**src/rtl/spq_pkg.sv**
```systemverilog
// Shared types and constants for the sorted priority queue.
package spq_pkg;

   localparam int DEPTH_DEF      = 16;
   localparam int DATA_WIDTH_DEF = 32;
   localparam int VALUE_W        = 32;
   localparam int ERR_W          = 2;

   typedef enum logic [0:0] {
      OP_ENQUEUE = 1'b0,
      OP_DEQUEUE = 1'b1
   } op_type;

   typedef enum logic [ERR_W-1:0] {
      ERR_NONE  = 2'd0,
      ERR_EMPTY = 2'd1,
      ERR_FULL  = 2'd2
   } err_type;

   typedef struct packed {
      logic enq;
      logic deq;
   } cell_ctrl_type;

endpackage

```
**src/rtl/spq_cell.sv**
```systemverilog
// One cell of the sorted chain: holds one entry and shifts toward its neighbors.
module spq_cell import spq_pkg::*; #(
   parameter int DATA_WIDTH = DATA_WIDTH_DEF
) (
   input  logic                  clock,
   input  cell_ctrl_type         ctrl,
   input  logic [DATA_WIDTH-1:0] new_value,
   input  logic                  occupied,
   input  logic                  prev_keep,
   input  logic [DATA_WIDTH-1:0] prev_value,
   input  logic [DATA_WIDTH-1:0] next_value,
   output logic                  keep,
   output logic [DATA_WIDTH-1:0] value
);

   logic [DATA_WIDTH-1:0] value_ff;
   logic [DATA_WIDTH-1:0] value_in;

   assign keep  = occupied && ($signed(value_ff) <= $signed(new_value));
   assign value = value_ff;

   always_comb begin
      value_in = value_ff;
      if (ctrl.enq && !keep) begin
         value_in = prev_keep ? new_value : prev_value;
      end else if (ctrl.deq) begin
         value_in = next_value;
      end
   end

   always_ff @(posedge clock) begin
      value_ff <= value_in;
   end

endmodule

```
**src/rtl/sorted_priority_queue.sv**
```systemverilog
// Top level of the sorted priority queue built as a chain of compare cells.
// The result of an item is valid in the cycle after its transfer.
// One item per cycle while no result waits unaccepted; all cells compare against the new value at once.
// The single output register stalls the input only while a result waits unaccepted.
// Reset clears the fill count, the output valid and the error code; cell contents are not cleared.
module sorted_priority_queue import spq_pkg::*; #(
   parameter int DEPTH      = DEPTH_DEF,
   parameter int DATA_WIDTH = DATA_WIDTH_DEF,
   parameter int CNT_W      = $clog2(DEPTH + 1)
) (
   input  logic               clock,
   input  logic               reset,
   input  logic               req_valid,
   output logic               req_ready,
   input  logic               req_operation,
   input  logic [VALUE_W-1:0] req_value,
   output logic               rsp_valid,
   input  logic               rsp_ready,
   output logic [VALUE_W-1:0] rsp_head_value,
   output logic               rsp_is_empty,
   output logic [CNT_W-1:0]   rsp_fill_count,
   output logic [ERR_W-1:0]   rsp_error_code
);

   logic [CNT_W-1:0]      count_ff;
   logic [CNT_W-1:0]      count_in;
   err_type               err_ff;
   err_type               err_in;
   logic                  rsp_valid_ff;
   logic                  rsp_valid_in;
   logic                  accept;
   logic                  full;
   logic                  empty;
   cell_ctrl_type         ctrl;
   logic [DATA_WIDTH-1:0] new_value;
   logic [VALUE_W-1:0]    head_ext;
   logic [DATA_WIDTH-1:0] cell_value [DEPTH];
   logic                  cell_keep [DEPTH];

   assign req_ready = !rsp_valid_ff || rsp_ready;
   assign accept    = req_valid && req_ready;
   assign full      = (count_ff == CNT_W'(DEPTH));
   assign empty     = (count_ff == '0);

   generate
      if (DATA_WIDTH <= VALUE_W) begin : g_narrow
         assign new_value = req_value[DATA_WIDTH-1:0];
         assign head_ext  = {{(VALUE_W - DATA_WIDTH){cell_value[0][DATA_WIDTH-1]}},
                             cell_value[0]};
      end else begin : g_wide
         assign new_value = {{(DATA_WIDTH - VALUE_W){1'b0}}, req_value};
         assign head_ext  = cell_value[0][VALUE_W-1:0];
      end
   endgenerate

   genvar i;
   generate
      for (i = 0; i < DEPTH; i++) begin : g_cell
         logic                  prev_keep;
         logic [DATA_WIDTH-1:0] prev_value;
         logic [DATA_WIDTH-1:0] next_value;

         if (i == 0) begin : g_first
            assign prev_keep  = 1'b1;
            assign prev_value = '0;
         end else begin : g_inner
            assign prev_keep  = cell_keep[i-1];
            assign prev_value = cell_value[i-1];
         end

         if (i == DEPTH - 1) begin : g_last
            assign next_value = '0;
         end else begin : g_more
            assign next_value = cell_value[i+1];
         end

         spq_cell #(
            .DATA_WIDTH(DATA_WIDTH)
         ) u_cell (
            .clock      (clock),
            .ctrl       (ctrl),
            .new_value  (new_value),
            .occupied   (CNT_W'(i) < count_ff),
            .prev_keep  (prev_keep),
            .prev_value (prev_value),
            .next_value (next_value),
            .keep       (cell_keep[i]),
            .value      (cell_value[i])
         );
      end
   endgenerate

   always_comb begin
      ctrl         = '0;
      count_in     = count_ff;
      err_in       = err_ff;
      rsp_valid_in = rsp_valid_ff && !rsp_ready;
      if (accept) begin
         rsp_valid_in = 1'b1;
         err_in       = ERR_NONE;
         if (op_type'(req_operation) == OP_ENQUEUE) begin
            if (full) begin
               err_in = ERR_FULL;
            end else begin
               ctrl.enq = 1'b1;
               count_in = count_ff + CNT_W'(1);
            end
         end else begin
            if (empty) begin
               err_in = ERR_EMPTY;
            end else begin
               ctrl.deq = 1'b1;
               count_in = count_ff - CNT_W'(1);
            end
         end
      end
   end

   always_ff @(posedge clock) begin
      if (reset) begin
         count_ff     <= '0;
         rsp_valid_ff <= 1'b0;
         err_ff       <= ERR_NONE;
      end else begin
         count_ff     <= count_in;
         rsp_valid_ff <= rsp_valid_in;
         err_ff       <= err_in;
      end
   end

   assign rsp_valid      = rsp_valid_ff;
   assign rsp_head_value = empty ? '0 : head_ext;
   assign rsp_is_empty   = empty;
   assign rsp_fill_count = count_ff;
   assign rsp_error_code = err_ff;

   assert property (@(posedge clock) disable iff (reset)
      count_ff <= CNT_W'(DEPTH))
      else $error("Fill count exceeds the queue depth.");

   assert property (@(posedge clock) disable iff (reset)
      rsp_valid_ff && err_ff == ERR_FULL |-> full)
      else $error("Full error reported while the queue is not full.");

   assert property (@(posedge clock) disable iff (reset)
      rsp_valid_ff && err_ff == ERR_EMPTY |-> empty)
      else $error("Empty error reported while the queue holds entries.");

   assert property (@(posedge clock) disable iff (reset)
      accept && op_type'(req_operation) == OP_DEQUEUE && !empty
      |=> count_ff == $past(count_ff) - CNT_W'(1))
      else $error("Dequeue transfer did not lower the fill count.");

   assert property (@(posedge clock) disable iff (reset)
      count_ff >= CNT_W'(2) |-> $signed(cell_value[0]) <= $signed(cell_value[1]))
      else $error("Head of the chain is out of order.");

endmodule
```
**config.mk**
```make
export PLATFORM = sky130hd
export DESIGN_NAME = sorted_priority_queue
export DESIGN_NICKNAME = d
export VERILOG_FILES = /design/src/rtl/spq_pkg.sv /design/src/rtl/spq_cell.sv /design/src/rtl/sorted_priority_queue.sv
export SDC_FILE = /design/constraint.sdc
export NUM_CORES = 2
export LEC_CHECK = 0
export BUFFER_PORTS_ARGS = -buffer_cell sky130_fd_sc_hd__buf_2
export CORE_MARGIN = 2
export CORE_UTILIZATION = 59
export CTS_CLUSTER_DIAMETER = 30
export DETAILED_ROUTE_END_ITERATION = 16
export PLACE_DENSITY = 0.79
export SLEW_MARGIN = 5
export SYNTH_ARGS = -nofsm -noshare
export SYNTH_HDL_FRONTEND = slang
export SYNTH_HIERARCHICAL = 1
export SYNTH_SLANG_ARGS = --single-unit
```
**constraint.sdc**
```tcl
create_clock -name clock -period 4.6 [get_ports clock]
set_clock_uncertainty 0.2 [all_clocks]
set_input_delay 0 -clock clock [delete_from_list [all_inputs] [get_ports clock]]
set_output_delay 0 -clock clock [all_outputs]
set_load 0.05 [all_outputs]
```
Word-level counts from Yosys, hierarchy flattened
Index checks and enable logic that the tools add are counted.

cells by class
  reductions and logical operators = 71
  multiplexer cells = 60
  $lt $le $gt $ge = 32
  add/subtract/negate cells = 2
  eq/ne operators = 3

operator list
  cell                 count
  $mux 32              48
  $le 32x32->1         16
  $lt 4x5->1 const A   8
  $logic_and 1x1->1    34
  $reduce_bool 2->1    16
  $lt 3x5->1 const A   4
  $logic_not 1->1      18
  $mux 5               3
  $lt 1x5->1 const A   2
  $lt 2x5->1 const A   2
  $mux 1               6
  $mux 2               3
  $add 5x1->5 const B  1
  $eq 5x5->1 const B   1
  $logic_not 5->1      1
  $sub 5x1->5 const B  1
  $ne 2x2->1 const B   2
  $reduce_and 3->1     1
  $logic_or 1x1->1     1

word-level totals
  input bits = 37
  flip-flop bits (word level) = 520
  logic and storage cells = 187

Depth between registers and ports, before layout
  word-level depth = 6
  depth in mapped cells = 13
  gate-level depth less buffers = 11

Hierarchy
Netlist, hierarchy kept.

by module, submodules not included
  module                 seq. area each (um^2)  area an instance (um^2)  instances  cells each
  spq_cell               960.9                  2,721.4                  16         227
  sorted_priority_queue  160.2                  833.3                    1          118

Least setup slack after synthesis
No wires, ideal clock.

  kind = reg2reg
  from = reg rsp_valid_ff, in the netlist rsp_valid
  to = reg g_cell[0].u_cell.value_ff[0] (enable)
  stages on the path, launching flop included = 8
  arrival = 4,735 ps
  setup slack = -709 ps
  library setup time = 375 ps
  cell sequence = dfxtp_1 > nand2b_1 > nand2_1 > a311oi_1 > inv_1 > o311ai_2 > buf_6 > or2_2

RTL lines
  item                    line                          RTL
  start, declared         sorted_priority_queue.sv:29   logic rsp_valid_ff;
  start signal, assigned  sorted_priority_queue.sv:126  rsp_valid_ff <= rsp_valid_in;
  end signal, assigned    spq_cell.sv:32                value_ff <= value_in;
  end, declared           spq_cell.sv:16                logic [DATA_WIDTH-1:0] value_ff;

==> results.yml <==
outcome:
  status: "finished, final reports clean"
grt:
  antenna_found_initial: 1
  grt_pass1_wl_um: 166400
  grt_pass1_vias: 31852
  grt_max_degree: 36
  grt-ovfl-total: 0
  track_usage: 0.2663
floorplan:
  coreArea_um2: 74450
  pin_count: 79
  floorplan.initialDensity: 0.5957
  die-area_um2: 77370
  die_y_um: 278.2
  rows: 100
  die_width_um: 278.2
timing:
  final-hold-violation-count: 0
  period_share: 0.8675
  max_freq_mhz: 250.6
  slew_headroom: 0.3281
  finalSetupViolCount: 0
  maxSlewViolCount: 0
  setup_tns_ns: 0
  layout_setup_ws_ns: 0.6095
  rsz0062_at_grt: "no"
  tightestPinTransition_ns: 1.005
  period_minus_slack_ns: 3.991
  worst_hold_slack_ns: 0.04263
power:
  pwr-share-clk: 0.322
  p_per_area_nw_per_um2: 570.1
  power.leakage_nw: 22.56
  combPwrFrac: 0.372
  p_switching_mw: 9.432
  p_int_mw: 19.56
  seqPwrFrac: 0.306
  ir_drop_mv: 0.3456
  swShare: 0.3253
  total_power_mw: 28.99
min_path:
  hold_class: "in -> reg"
clock_tree:
  cts_setup_buffers: 0
  h-tree-depth: 4
  clock_latency_ns: 0.72
  cts_resized: 0
  cts_buffers: 138
  clock_sinks: 520
  clk_pin_slew_ns: 0.04
  cts_tree: "done"
  root_buffer: "clkbuf_16"
  cts_hold_buf: 13
  cts_buffer_depth: 3
placement:
  hpwl_um: 76210
  place_ws_ns: 0.4984
  dpl-instance-area_um2: 46200
  gp_congestion: 0.8848
  port_buffers: 78
  dp.cells: 4796
setup_path:
  path_class: "reg -> reg"
  critPathMaxFanout: 32
  cp-start-kind: "flop"
  required_ns: 4.73
  r2r_setup_slack_ns: 0.61
  cp.arrival_ns: 4.12
  crit_path_end_kind: "flop"
routing:
  num_vias: 30201
  routed_wl_um: 103000
  dr.pass1.iters: 6
  ant_nets: 0
  drt_iter0_markers: 2122
  drt-wirelength-per-cell_um: 20.37
  drc: 0
  via_per_inst: 5.972
synth:
  avgSynthCellArea_um2: 11.84
  ys.warnings.count: 6
  synthCells: 3746
  synthesis.area_um2: 44350
cells_and_area:
  fin_cells: 5057
  final_area_um2: 50860
  syn_to_final_growth_pct: 14.67
  drive_above_1_share: 0.3603
  finalNetCount: 4533
  antenna_cells: 0
  utilization: 0.6831
job:
  drv_cap: 0
-- worst max-delay path: stages (launching register included) --
cell and delay, ns:
dfxtp_1 0.54, inv_1 0.16, ha_1 0.28, a311oi_4 0.30
buf_4 0.36, inv_1 0.15, o311ai_4 0.81, or2_2 0.76
-- flip-flops by register name (all words and copies together) (netlist names) --
register and count:
rsp_fill_count 5, g_cell.u_cell/value 512, rsp_error_code 2, rsp_valid 1
-- final cells by class --
cell class | instances | area, µm²
multi-input combinational | 2602 | 26390
fill | 5117 | 23590
sequential | 520 | 15530
clock buffer | 171 | 3650
inverter | 566 | 2125
tap | 969 | 1212
timing repair buffer | 152 | 1066
clock inverter | 77 | 873.3
-- final timing paths --
check	from	to	cells after the start
max	rsp_fill_count[0]	g_cell[13].u_cell/value[25]	7
min	req_value[26]	g_cell[14].u_cell/value[26]	3
max reg2reg	rsp_fill_count[0]	g_cell[13].u_cell/value[25]	7
min reg2reg	rsp_error_code[0]	rsp_error_code[0]	2
-- routing by layer --
layer	GRT usage	share of wire	routed length, µm
met1	0.3235	0.43	44240
met2	0.4661	0.49	50740
met3	0.03904	0.038	3908
met4	0.1228	0.040	4120
met5	0	0	0
-- power by group through the flow --
stage               clock [mW]  sequential (mW)  combinational (mW)
floorplan                    0             8.23                8.66
global placement             0             8.81                10.1
detailed placement           0             8.89                10.6
CTS                       9.45             8.84                10.7
global route              9.69             9.05                11.7
finish                    9.34             8.86                10.8
-- cells in the final DEF (no fill, tap or decap), types with 8 or more instances in the layout --
cell type / instances
clkinv_1: 23
a221oi_1: 16
edfxtp_1: 512
ha_1: 516
o21ai_0: 84
nand3_1: 49
clkbuf_16: 140
mux2_4: 464
buf_4: 54
conb_1: 65
buf_2: 78
or4_4: 16
nand4_1: 113
a21boi_4: 8
nand4_2: 16
bufinv_16: 15
o311ai_4: 16
or3_1: 19
dfxtp_1: 8
clkbuf_1: 28
o211ai_1: 33
dlygate4sd3_1: 13
a21oi_1: 263
a2111o_1: 16
mux2_2: 561
nor2b_1: 48
o311a_1: 16
nand2_1: 153
nor3_1: 48
clkinv_2: 19
o32a_2: 15
a2bb2oi_2: 16
or2_2: 16
inv_1: 566
Power figures use the tool's default switching activity.
